## src/sv/wlt_pkg.sv

```systemverilog
// Types and codes shared by the worker liveness table.
// Holds the scan token carried along the cell chain and the write-back command sent to every cell.
package wlt_pkg;

  typedef enum logic [1:0] {
    CMD_REGISTER  = 2'd0,
    CMD_HEARTBEAT = 2'd1,
    CMD_MARK_DEAD = 2'd2,
    CMD_FIND      = 2'd3
  } cmd_t;

  typedef enum logic [2:0] {
    RS_OK        = 3'd0,
    RS_INVALID   = 3'd1,
    RS_ALREADY   = 3'd2,
    RS_FULL      = 3'd3,
    RS_EXHAUSTED = 3'd4,
    RS_NOT_FOUND = 3'd5,
    RS_NOT_ALIVE = 3'd6,
    RS_MISMATCH  = 3'd7
  } status_t;

  typedef enum logic [1:0] {
    SLOT_UNUSED = 2'd0,
    SLOT_ALIVE  = 2'd1,
    SLOT_DEAD   = 2'd2
  } slot_state_t;

  typedef enum logic [1:0] {
    WR_REG  = 2'd0,
    WR_HB   = 2'd1,
    WR_KILL = 2'd2
  } wr_op_t;

  typedef enum logic [1:0] {
    FSM_IDLE = 2'd0,
    FSM_SCAN = 2'd1,
    FSM_FIN  = 2'd2
  } fsm_t;

  localparam logic [15:0] CONN_NONE = 16'hFFFF;
  localparam logic [31:0] ID_FIRST  = 32'd1;

  // Request plus what the cells upstream have found so far.
  typedef struct packed {
    cmd_t        cmd;
    logic [31:0] id;
    logic [15:0] conn;
    logic [63:0] now;
    logic        hit;
    logic        hit_alive;
    logic [15:0] hit_conn;
    logic [62:0] hit_hb;
    logic        dup;
    logic        free;
  } scan_tok_t;

  typedef struct packed {
    logic        en;
    wr_op_t      op;
    logic [31:0] id;
    logic [15:0] conn;
    logic [62:0] hb;
  } wr_t;

endpackage

```

## src/sv/wlt_cell.sv

```systemverilog
// One slot of the worker liveness table: slot registers plus one token stage.
// Depends on wlt_pkg for the token and write-back types.
module wlt_cell (
  input  logic               clk,
  input  logic               rst_n,
  input  wlt_pkg::scan_tok_t tok_i,
  input  logic               vld_i,
  input  wlt_pkg::wr_t       wr_i,
  output wlt_pkg::scan_tok_t tok_o,
  output logic               vld_o
);

  wlt_pkg::slot_state_t state_r, state_nxt;
  logic [31:0]          id_r, id_nxt;
  logic [15:0]          conn_r, conn_nxt;
  logic [62:0]          hb_r, hb_nxt;
  logic                 hit_sel_r, hit_sel_nxt;
  logic                 free_sel_r, free_sel_nxt;
  wlt_pkg::scan_tok_t   tok_r, tok_nxt;
  logic                 vld_r;

  logic used;
  logic alive;
  logic take_hit;
  logic take_free;

  always_comb begin
    used      = (state_r != wlt_pkg::SLOT_UNUSED);
    alive     = (state_r == wlt_pkg::SLOT_ALIVE);
    take_hit  = !tok_i.hit && used && (id_r == tok_i.id);
    take_free = !tok_i.free && !alive;

    tok_nxt      = tok_i;
    tok_nxt.dup  = tok_i.dup | (alive && (conn_r == tok_i.conn));
    tok_nxt.free = tok_i.free | take_free;
    if (take_hit) begin
      tok_nxt.hit       = 1'b1;
      tok_nxt.hit_alive = alive;
      tok_nxt.hit_conn  = conn_r;
      tok_nxt.hit_hb    = hb_r;
    end

    // Remember which slot this scan chose; write-back follows the scan.
    hit_sel_nxt  = vld_i ? take_hit : hit_sel_r;
    free_sel_nxt = vld_i ? take_free : free_sel_r;

    state_nxt = state_r;
    id_nxt    = id_r;
    conn_nxt  = conn_r;
    hb_nxt    = hb_r;
    if (wr_i.en) begin
      case (wr_i.op)
        wlt_pkg::WR_REG: begin
          if (free_sel_r) begin
            state_nxt = wlt_pkg::SLOT_ALIVE;
            id_nxt    = wr_i.id;
            conn_nxt  = wr_i.conn;
            hb_nxt    = wr_i.hb;
          end
        end
        wlt_pkg::WR_HB: begin
          if (hit_sel_r) begin
            hb_nxt = wr_i.hb;
          end
        end
        wlt_pkg::WR_KILL: begin
          if (hit_sel_r) begin
            state_nxt = wlt_pkg::SLOT_DEAD;
            conn_nxt  = wlt_pkg::CONN_NONE;
          end
        end
        default: begin
          state_nxt = state_r;
        end
      endcase
    end
  end

  always_ff @(posedge clk) begin
    if (!rst_n) begin
      state_r    <= wlt_pkg::SLOT_UNUSED;
      id_r       <= '0;
      conn_r     <= wlt_pkg::CONN_NONE;
      hb_r       <= '0;
      hit_sel_r  <= 1'b0;
      free_sel_r <= 1'b0;
      vld_r      <= 1'b0;
    end else begin
      state_r    <= state_nxt;
      id_r       <= id_nxt;
      conn_r     <= conn_nxt;
      hb_r       <= hb_nxt;
      hit_sel_r  <= hit_sel_nxt;
      free_sel_r <= free_sel_nxt;
      vld_r      <= vld_i;
    end
  end

  always_ff @(posedge clk) begin
    tok_r <= tok_nxt;
  end

  assign tok_o = tok_r;
  assign vld_o = vld_r;

endmodule
```

## config.mk

```make
export PLATFORM = sky130hd
export DESIGN_NAME = wlt_cell
export DESIGN_NICKNAME = d
export VERILOG_FILES = /design/src/sv/wlt_pkg.sv /design/src/sv/wlt_cell.sv
export SDC_FILE = /design/constraint.sdc
export NUM_CORES = 1
export LEC_CHECK = 0
export BUFFER_PORTS_ARGS = -buffer_cell sky130_fd_sc_hd__buf_2
export CORE_AREA = 2 2 197 199
export CTS_CLUSTER_SIZE = 12
export DETAILED_ROUTE_END_ITERATION = 8
export DIE_AREA = 0 0 199 201
export PLACE_DENSITY = 0.55
export SYNTH_ARGS = -nofsm -noshare
export SYNTH_HDL_FRONTEND = slang
export SYNTH_SLANG_ARGS = --single-unit
```

## constraint.sdc

```tcl
create_clock -name clk -period 3.5 [get_ports clk]
set_input_delay 0.525 -clock clk [delete_from_list [all_inputs] [get_ports clk]]
set_output_delay 0.525 -clock clk [all_outputs]
set_load 0.01 [all_outputs]
```

==> After elaboration in Yosys (flattened, before gate mapping) <==
Cells that the tools add are included.
{ "op_classes": {"add_sub_neg": 0, "mul": 0, "div": 0, "n_lt_le_gt_ge": 0, "n_eq_ne": 8, "shifts": 0, "mux": 10, "bitwise": 2, "reduce_logical": 14} }
{ "op_table": {"columns": ["op", "count"], "rows": [
  ["63-bit 2-to-1 mux", 2],
  ["63-bit one-hot mux with 2 select lines", 1],
  ["80-bit 2-to-1 mux", 1],
  ["32-bit equality test", 1],
  ["16-bit 2-to-1 mux", 2],
  ["16-bit one-hot mux with 2 select lines", 1],
  ["16-bit equality test", 1],
  ["4-bit AND reduction", 2],
  ["2-bit inequality test (second input constant)", 3],
  ["2-bit nonzero test", 3],
  ["2-bit by 1-bit equality test with 1-bit output (second input constant)", 2],
  ["1-bit logical AND", 4],
  ["2-bit 2-to-1 mux", 2],
  ["2-bit one-hot mux with 2 select lines", 1],
  ["1-bit zero test", 3],
  ["3-bit AND reduction", 1],
  ["2-bit equality test (second input constant)", 1],
  ["2-bit zero test", 1],
  ["1-bit OR", 2]
]} }
{ "totals": {"ff_bits": 313, "latchBits": 0, "ramBits": 0, "rom_bits": 0, "input_bits": 314, "word_cells": 51, "n_memories": 0} }

==> Longest topological paths before layout <==
Gate-level depths: netlist of the first run.
{ "logic_depth": {"word_depth": 4, "ltp_mapped": 7} }

==> Worst setup path before layout of the first run <==
No wires, ideal clock.
{ "synth_path": {"path_type": "input port to flip-flop", "start": "input port tok_i[172] (netlist bit)", "end": "register tok_r, in the netlist tok_o[10]", "arrival_ns": 2.023, "required_ns": 3.379, "slack_ns": 1.355, "cell_stages": 7, "n_path_buf": 2, "cell_sequence": "xor2_1 -> nor4_1 -> nand4_1 -> nor4_2 -> buf_6 -> buf_12 -> mux2_4"} }
{ "synth_lines": {"columns": ["element", "line_no", "rtl"], "rows": [
  ["start, declared", "wlt_cell.sv:6", "input wlt_pkg::scan_tok_t tok_i,"],
  ["end signal, assigned", "wlt_cell.sv:100", "tok_r <= tok_nxt;"],
  ["end, declared", "wlt_cell.sv:19", "wlt_pkg::scan_tok_t tok_r, tok_nxt;"]
]} }

==> impl_metrics.toml, run 1 <==
[global_route]
overflow = 0
grt_antenna_before_repair = 7
grt_pass1_wl_mm = 44.6
grt_pass1_vias = 7863
grt_start_max_net_pins = 95
track_usage_pct = 14.6

[floorplanning]
ios = 512
dieWidth_um = 199
row_count = 72
start_util_pct = 26.5
die_h_um = 201
dieArea_um2 = 40000
fp.coreArea_um2 = 38100

[pwr]
p_seq_share_pct = 48.5
ir_drop_uv = 334
power.switching_w = 0.00168
clkPwrFrac_pct = 44.4
power_density_nw_per_um2 = 541
switching_share_pct = 21.7
p_comb_share_pct = 7.2
p_leak_nw = 6.41
cellInternalPower_w = 0.00603
power_w = 0.00771

[synthesis]
synth_compound_area_share_pct = 8.19
syn-num-nets = 1176
yosys.area_share.adder_pct = 0
synth_simple_gate_area_share_pct = 10.5
synth-xor-area-share_pct = 4.16
yosys_warnings = 0
syn_avg_cell_area_um2 = 11.7
synth_cells = 862
muxShareOfSynthArea_pct = 12.1
synth_commonest_cells = "313 x dfxtp_1, 193 x nand2_1, 96 x a21boi_0, 78 x mux2_4, 34 x clkbuf_1"
synth_top_family_by_area = "multiplexers"
synth_most_common_cell = "dfxtp_1"
ys_top_cells_by_area = "dfxtp_1 62%, mux2_4 12%, nand2_1 7.2%"
synth_top_area_share_pct = 61.9
post_synth_num_cell_types = 29
ys_ff_latch = 313
ys.flop_type = "dfxtp_1"
synthArstFlopShare_pct = 0
synth_edf_count = 0
synthesis.area_um2 = 10100
yosys.area.top_type = "dfxtp_1"
ys_seq_area_share_pct = 61.9

[detailed_routing]
final_antenna_net_count = 0
wl_per_cell_um = 15.9
drt-total-wl_mm = 30.4
vias = 7801
first_iter_violations = 214
drc = 0
drt-vias-per-instance = 4.07
drtPass1Iterations = 4

[sta]
finalClockSkew_ns = 0.00948
hold-worst-slack_ns = 0.101
rsz0062_at_grt = "false"
finalHoldViolCount = 0
setup_viol = 0
slew_headroom_pct = 41.7
fin_crit_sh_pct = 71.4
setup-tns-final_ns = 0
period_minus_slack_ns = 2.50
worst-slew-pin-transition_ns = 0.875
timing.fmax_mhz = 400
slew_viol_final = 0

[run]
cap_violations = 0

[finish]
n_fill_cell = 3883
final_util_pct = 37.4
final_nets = 1691
multi_input_area_um2 = 3550
drive_gt1_share_pct = 47.2
stdcell_count = 1915
seq_area_um2 = 6270
syn_to_final_growth_pct = 40.8

[clocking]
worstSkewPairLatency_ns = 0.52
clock_sinks = 313
root_buffer = "clkbuf_16"
clock_path_buffers = 3
h-tree-depth = 2
cts.clk_slew.worst_paths_ns = 0.06
cts_tree = "yes"
hold_buffers = 0
post-cts-setup-buffer-count = 0
cts_resized = 0
cts_buffers = 34

[worst_setup_path]
crit_path_start_kind = "register"
critPathCaptureType = "register"
critPathArrivalTime_ns = 2.91
path_class = "reg2reg"
critPathMaxFanout = 28
required_ns = 3.91

[place]
dpl.hpwl_mm = 23.0
io_buffers = 511
dp_cells = 1859
gp_congestion = 0.795

[run_status]
status = "finished, final reports clean"

[min_path]
hold_class = "in2reg"
==> cell usage in the layout (no fill, tap or decap) <==
cell type	count
a21boi_0	96
a21o_1	1
a41o_1	1
and2_1	1
and3b_1	1
and3b_2	1
buf_12	4
buf_2	510
buf_4	11
clkbuf_1	6
clkbuf_16	37
clkbuf_8	6
clkinv_2	4
clkinvlp_4	1
dfxtp_1	313
diode_2	2
mux2_2	4
mux2_4	78
mux2i_1	1
nand2_1	193
nand2b_1	2
nand3_1	2
nand3b_1	2
nand4_1	5
nor2_1	19
nor2_2	1
nor2b_1	3
nor3_1	19
nor4_1	6
nor4_4	1
o211a_1	1
o21ai_0	16
or2_2	1
xnor2_1	20
xor2_1	28
==> power by group through the flow <==
stage	Combinational [W]	Clock [W]	Sequential [W]
after floorplan	0.000144	0	0.00388
after global placement	0.000555	0	0.00382
after detailed placement	0.000559	0	0.00382
after CTS	0.000562	0.00355	0.00374
after global routing	0.000600	0.00368	0.00375
final	0.000551	0.00342	0.00374
==> cell families (layout without fill, tap and decap cells) <==
kind of cell           Yosys count  in the layout
XOR/XNOR                        48             48
buffers and inverters           46            579
AO/OA/AOI/OAI                  115            115
other                            0              2
multiplexers                    83             83
AND/OR/NAND/NOR                257            257
flip-flops                     313            313
==> layout make-up <==
cell class                      instances  share of cell area (%)
Sequential cell                       313                    44.0
Multi-Input combinational cell        503                    24.9
Timing Repair Buffer                  525                    19.1
Clock buffer                           49                    7.24
Tap cell                              518                    4.55
Clock inverter                          5                   0.193
Antenna cell                            2                  0.0351
==> per-layer routing <==
layer	wire length, um	global-route usage (%)
met5	16	0
met4	597	4.34
met3	2730	5.19
met2	15600	27.2
met1	11400	15.2
==> through the flow <==
step	area, um2	setup slack, ns
finish	14200	1.00
global route	14200	0.882
CTS	14200	0.947
detailed placement	13200	0.658
global placement	13200	0.691
floorplan	10100	1.36
==> registers in the layout, summed over array words and instances (netlist names) <==
name        flops
conn_r         16
free_sel_r      1
hb_r           63
hit_sel_r       1
id_r           32
state_r         2
tok_o         197
vld_o           1
==> path summary, 6_finish.rpt <==
check             startpoint   endpoint  slack, ns  cells past startpoint
setup / recovery    id_r[22]   tok_o[2]       1.00                      6
hold / removal     tok_i[94]  tok_o[94]       0.10                      1
setup reg to reg    id_r[22]   tok_o[2]       1.00                      6
hold reg to reg     hb_r[55]   hb_r[55]       0.46                      2
==> critical path, stage by stage, from the launching register on <==
cell and delay, ns:
dfxtp_1 0.33, xor2_1 0.16, nor4_1 0.36, nand4_1 0.24, nor4_4 0.58, buf_12 0.29, mux2_2 0.36
Power figures use the tool's default switching activity.
==> run 2: changes to the inputs <==
- PLACE_DENSITY: 0.55 -> 0.57
- clock period: 3.5 -> 2.24 ns (I/O delays scaled with it)
==> impl_metrics.toml, run 2 (same netlist as run 1, synthesis figures left out) <==
[sta]
rsz0062_at_grt = "true"
setup_viol = 56
slew_viol_final = 0
period_minus_slack_ns = 2.28
fin_crit_sh_pct = 102
slew_headroom_pct = 59.5
finalClockSkew_ns = 0.0152
final.setup.worst_slack_ns = -0.0417
setup-tns-final_ns = -1.32
worst-slew-pin-transition_ns = 0.607
finalHoldViolCount = 0
timing.fmax_mhz = 438

[detailed_routing]
drt-total-wl_mm = 33.2
drt-vias-per-instance = 4.07
drtPass1Iterations = 4
wl_per_cell_um = 15.9
drc = 0
first_iter_violations = 180
vias = 8484
final_antenna_net_count = 0

[finish]
n_fill_cell = 3674
final_nets = 1850
fin_area_um2 = 16100
largest_register_ff_count = 197
drive_gt1_share_pct = 44.1
final_util_pct = 42.2
seq_area_um2 = 6270
multi_input_area_um2 = 3590
final_cell_mix = "510 x buf_2, 311 x dfxtp_1, 193 x nand2_1, 140 x dlygate4sd3_1, 96 x a21boi_0"
syn_to_final_growth_pct = 58.8
stdcell_count = 2082
layout_commonest_cell = "buf_2"

[clocking]
h-tree-depth = 2
root_buffer = "clkbuf_16"
cts_tree = "yes"
clock_sinks = 313
clock_path_buffers = 3
cts.clk_slew.worst_paths_ns = 0.06
worstSkewPairLatency_ns = 0.53
cts_buffers = 36

[global_route]
grt_pass1_wl_mm = 48.5
track_usage_pct = 16.0
overflow = 0
grt_start_max_net_pins = 57
grt_antenna_before_repair = 3
grt_pass1_vias = 8625

[min_path]
hold_class = "in2reg"
whs_path_depth = 2
holdPathEnd = "tok_o[23]"
worstHoldStart = "tok_i[23]"

[pwr]
ir_drop_uv = 563
p_leak_nw = 7.18
power_density_nw_per_um2 = 787

[worst_setup_path]
path_cells = "xor2_2, nor4_2, nand3_2, nor4_4, buf_6, buf_12, buf_16, mux2_4"
r2r_cells = 8
crit_path_top_delay_cell = "dfxtp_2"
critPathArrivalTime_ns = 2.70
crit_path_start_kind = "register"
timing.rr.end = "tok_o[64]"
critPathLaunch = "id_r[5]"
critPathCaptureType = "register"
critPathMaxFanout = 19
cpPeakStageDelay_ns = 0.34
reg2reg_slack_ns = -0.04
required_ns = 2.66
r2r_start = "id_r[5]"
path_class = "reg2reg"

[place]
dp_cells = 1871
gp_congestion = 0.855
postPlaceCellArea_um2 = 13300
io_buffers = 511
dpl.hpwl_mm = 23.6

[run]
cap_violations = 0

[run_status]
violations = "negative setup slack"
status = "complete, but fails checks"

[floorplanning]
row_count = 72
dieArea_um2 = 40000
ios = 512
start_util_pct = 26.5
dieWidth_um = 199
die_h_um = 201
fp.coreArea_um2 = 38100
## run 2: cell types whose count changed in the layout (fill, tap and decap cells not counted), sizes merged
cell         before  now
bufinv            0    2
dlygate4sd3       0  140
inv               0    2
clkinv            4    5
buf             525  542
clkbuf           49   53
diode             2    3
## run 2: how the worst max path moves through the flow
stage | endpoint | slack [ns] | cells past startpoint
after floorplan | tok_o[10] | 0.28 | 7
after global placement | tok_o[64] | -0.26 | 9
after detailed placement | tok_o[64] | -0.28 | 9
after CTS | tok_o[76] | -0.06 | 9
after global routing | tok_o[59] | -0.12 | 8
final | tok_o[64] | -0.04 | 8
## run 2: what timing repair did
| item | 4_1_cts | 5_1_grt |
|---|---|---|
| hold buffers | 139 | 1 |
| endpoints found under the setup margin | 79 | 80 |
| hold endpoints to repair | 140 | 1 |
| resized for setup | 12 | 17 |
| setup buffers | 1 | 3 |
| gates cloned | 1 | 0 |
| pin swaps | 2 | 0 |
## run 2: per-layer routing
layer / share of wire (%) / vias up / GRT usage [%]
li1: - / 4194 / -
met1: 39 / 3903 / 17.1
met2: 50 / 333 / 28.5
met3: 8.4 / 54 / 5.56
met4: 2.9 / 0 / 6.40
met5: 0 / - / 0
## run 2: where the power goes
part | internal, W | switching, W
Combinational | 0.000644 | 0.000448
Sequential | 0.00578 | 0.0000668
Clock | 0.00344 | 0.00226
Total | 0.00986 | 0.00277
## run 2: cell type report
class	instances	share of cell area (%)
antenna	3	0.0467
clock buffer	53	6.45
multi-input combinational	503	22.4
clock inverter	10	0.709
timing repair buffer	682	27.4
tap	518	4.03
sequential	313	39.0
## run 2: critical path, delay by kind of cell (launching register included)
| family | cells | cell delay [ns] |
|---|---|---|
| XOR/XNOR | 1 | 0.17 |
| buffers and inverters | 3 | 0.52 |
| multiplexers | 1 | 0.31 |
| AND/OR/NAND/NOR | 3 | 0.79 |
| flip-flops | 1 | 0.34 |
## run 2: metrics by stage
| stage | setup slack [ns] | power, W | hold WS, ns |
|---|---|---|---|
| floorplan | 0.284 | 0.00628 | 0.364 |
| global placement | -0.255 | 0.00684 | 0.439 |
| detailed placement | -0.278 | 0.00686 | 0.440 |
| CTS | -0.0615 | 0.0128 | -0.0537 |
| global route | -0.124 | 0.0131 | 0.00562 |
| finish | -0.0417 | 0.0126 | 0.0390 |
==> run 3: changes to the inputs <==
- PLACE_DENSITY: 0.57 -> 0.55
- clock period: 2.24 -> 2.8 ns (I/O delays scaled with it)
==> impl_metrics.toml, run 3 (same netlist as run 1, synthesis figures left out) <==
[pwr]
power_density_nw_per_um2 = 637
clkPwrFrac_pct = 43.8
power.switching_w = 0.00215
p_leak_nw = 6.85
switching_share_pct = 22.1
p_seq_share_pct = 47.9
cellInternalPower_w = 0.00760
ir_drop_uv = 433
p_comb_share_pct = 8.3

[place]
place_ws_ns = 0.189
gp_congestion = 0.765
dpl.hpwl_mm = 23.7
dp_cells = 1862
io_buffers = 511

[clocking]
cts_resized = 0
clock_path_buffers = 3
clock_sinks = 313
cts.clk_slew.worst_paths_ns = 0.05
cts_buffers = 35
cts_tree = "yes"
worstSkewPairLatency_ns = 0.53
root_buffer = "clkbuf_16"
h-tree-depth = 2
post-cts-setup-buffer-count = 0

[sta]
setup_viol = 0
slew_viol_final = 0
timing.fmax_mhz = 389
finalClockSkew_ns = 0.0209
fin_crit_sh_pct = 91.8
final.setup.worst_slack_ns = 0.231
worst-slew-pin-transition_ns = 0.780
setup-tns-final_ns = 0
period_minus_slack_ns = 2.57
slew_headroom_pct = 48.0
finalHoldViolCount = 0
hold-worst-slack_ns = 0.0360
rsz0062_at_grt = "false"

[detailed_routing]
first_iter_violations = 185
drc = 0
final_antenna_net_count = 0
vias = 8286
drt-vias-per-instance = 4.09
drtPass1Iterations = 5
drt-total-wl_mm = 32.5
wl_per_cell_um = 16.1

[global_route]
grt_pass1_vias = 8525
grt_pass1_wl_mm = 47.3
track_usage_pct = 15.6
overflow = 0
grt_start_max_net_pins = 64
grt_antenna_before_repair = 8

[worst_setup_path]
crit_path_top_delay_cell = "dlygate4sd3_1"
critPathArrivalTime_ns = 2.98
cp_top_family = "buffers and inverters"
path_buf_inv = 4
critPathCaptureType = "register"
path_cells = "dlygate4sd3_1, buf_2, xor2_1, nor4_1, nand4_1, nor4_4, buf_12, buf_4, mux2_4"
path_class = "in2reg"
required_ns = 3.21
cpPeakStageDelay_ns = 0.53
crit_path_start_kind = "input port"
critPathMaxFanout = 20

[floorplanning]
start_util_pct = 26.5
fp.coreArea_um2 = 38100
die_h_um = 201
row_count = 72
dieWidth_um = 199
ios = 512
dieArea_um2 = 40000

[finish]
final_nets = 1796
stdcell_count = 2027
n_fill_cell = 3716
final_cell_mix = "510 x buf_2, 313 x dfxtp_1, 193 x nand2_1, 101 x dlygate4sd3_1, 96 x a21boi_0"
layout_commonest_cell = "buf_2"
drive_gt1_share_pct = 43.9
syn_to_final_growth_pct = 51.2
largest_register_ff_count = 197

[run_status]
status = "finished, final reports clean"

[min_path]
hold_class = "in2reg"

[run]
cap_violations = 0
## run 3: cell types whose count changed in the layout (fill, tap and decap cells not counted), sizes merged
cell / change
diode: +2
bufinv: -2
dlygate4sd3: -39
inv: -1
buf: -14
clkinv: -2
clkbuf: +1
## run 3: through the flow
| stage | cell area (um2) | utilization [%] | power (W) |
|---|---|---|---|
| 2_1_floorplan | 10100 | - | 0.00503 |
| 3_3_place_gp | 13200 | 34.7 | 0.00547 |
| 3_5_place_dp | 13200 | 34.7 | 0.00547 |
| 4_1_cts | 15300 | 40.1 | 0.00990 |
| 5_1_grt | 15300 | 40.1 | 0.0102 |
| 6_report | 15300 | 40.1 | 0.00975 |
## run 3: worst reg2reg max path, cell delays in order, from the launching register on
cell	delay, ns
dfxtp_1	0.32
xor2_1	0.18
nor4_1	0.33
nand4_1	0.20
nor4_4	0.37
buf_12	0.25
buf_4	0.31
mux2_4	0.32
## run 3: power groups by stage
stage	combinational (W)	sequential (W)	clock [W]
floorplan	0.000180	0.00485	0
global placement	0.000698	0.00477	0
detailed placement	0.000704	0.00477	0
CTS	0.000817	0.00467	0.00441
global route	0.000878	0.00469	0.00459
finish	0.000809	0.00467	0.00427
## run 3: final timing paths
path	start	end	slack (ns)	cells after the start
worst max-delay path	tok_i[185]	tok_o[59]	0.23	9
worst min-delay path	tok_i[188]	tok_o[188]	0.04	1
worst max register to register	id_r[9]	tok_o[59]	0.42	7
worst min register to register	hb_r[23]	hb_r[23]	0.46	2
## run 3: what timing repair did
item                                    CTS  global route
endpoints found under the setup margin    0             0
hold buffers                            101             0
endpoints found under the hold margin   101             0
## run 3: layout make-up
| class | instances | area [um2] | share of cell area [%] |
|---|---|---|---|
| antenna | 5 | 12.5 | 0.0818 |
| clock buffer | 54 | 1020 | 6.66 |
| clock inverter | 5 | 42.5 | 0.278 |
| multi-input combinational | 503 | 3550 | 23.2 |
| sequential | 313 | 6270 | 41.0 |
| tap | 518 | 648 | 4.24 |
| timing repair buffer | 629 | 3760 | 24.6 |
## run 3: metal layers
metal  track usage (%)  share of wire, %  up-vias
met5                 0             0.040        -
li1                  -                 -     4086
met2              28.7                51      328
met4              5.65               2.5        2
met1              16.1                38     3805
met3              5.41               8.1       65
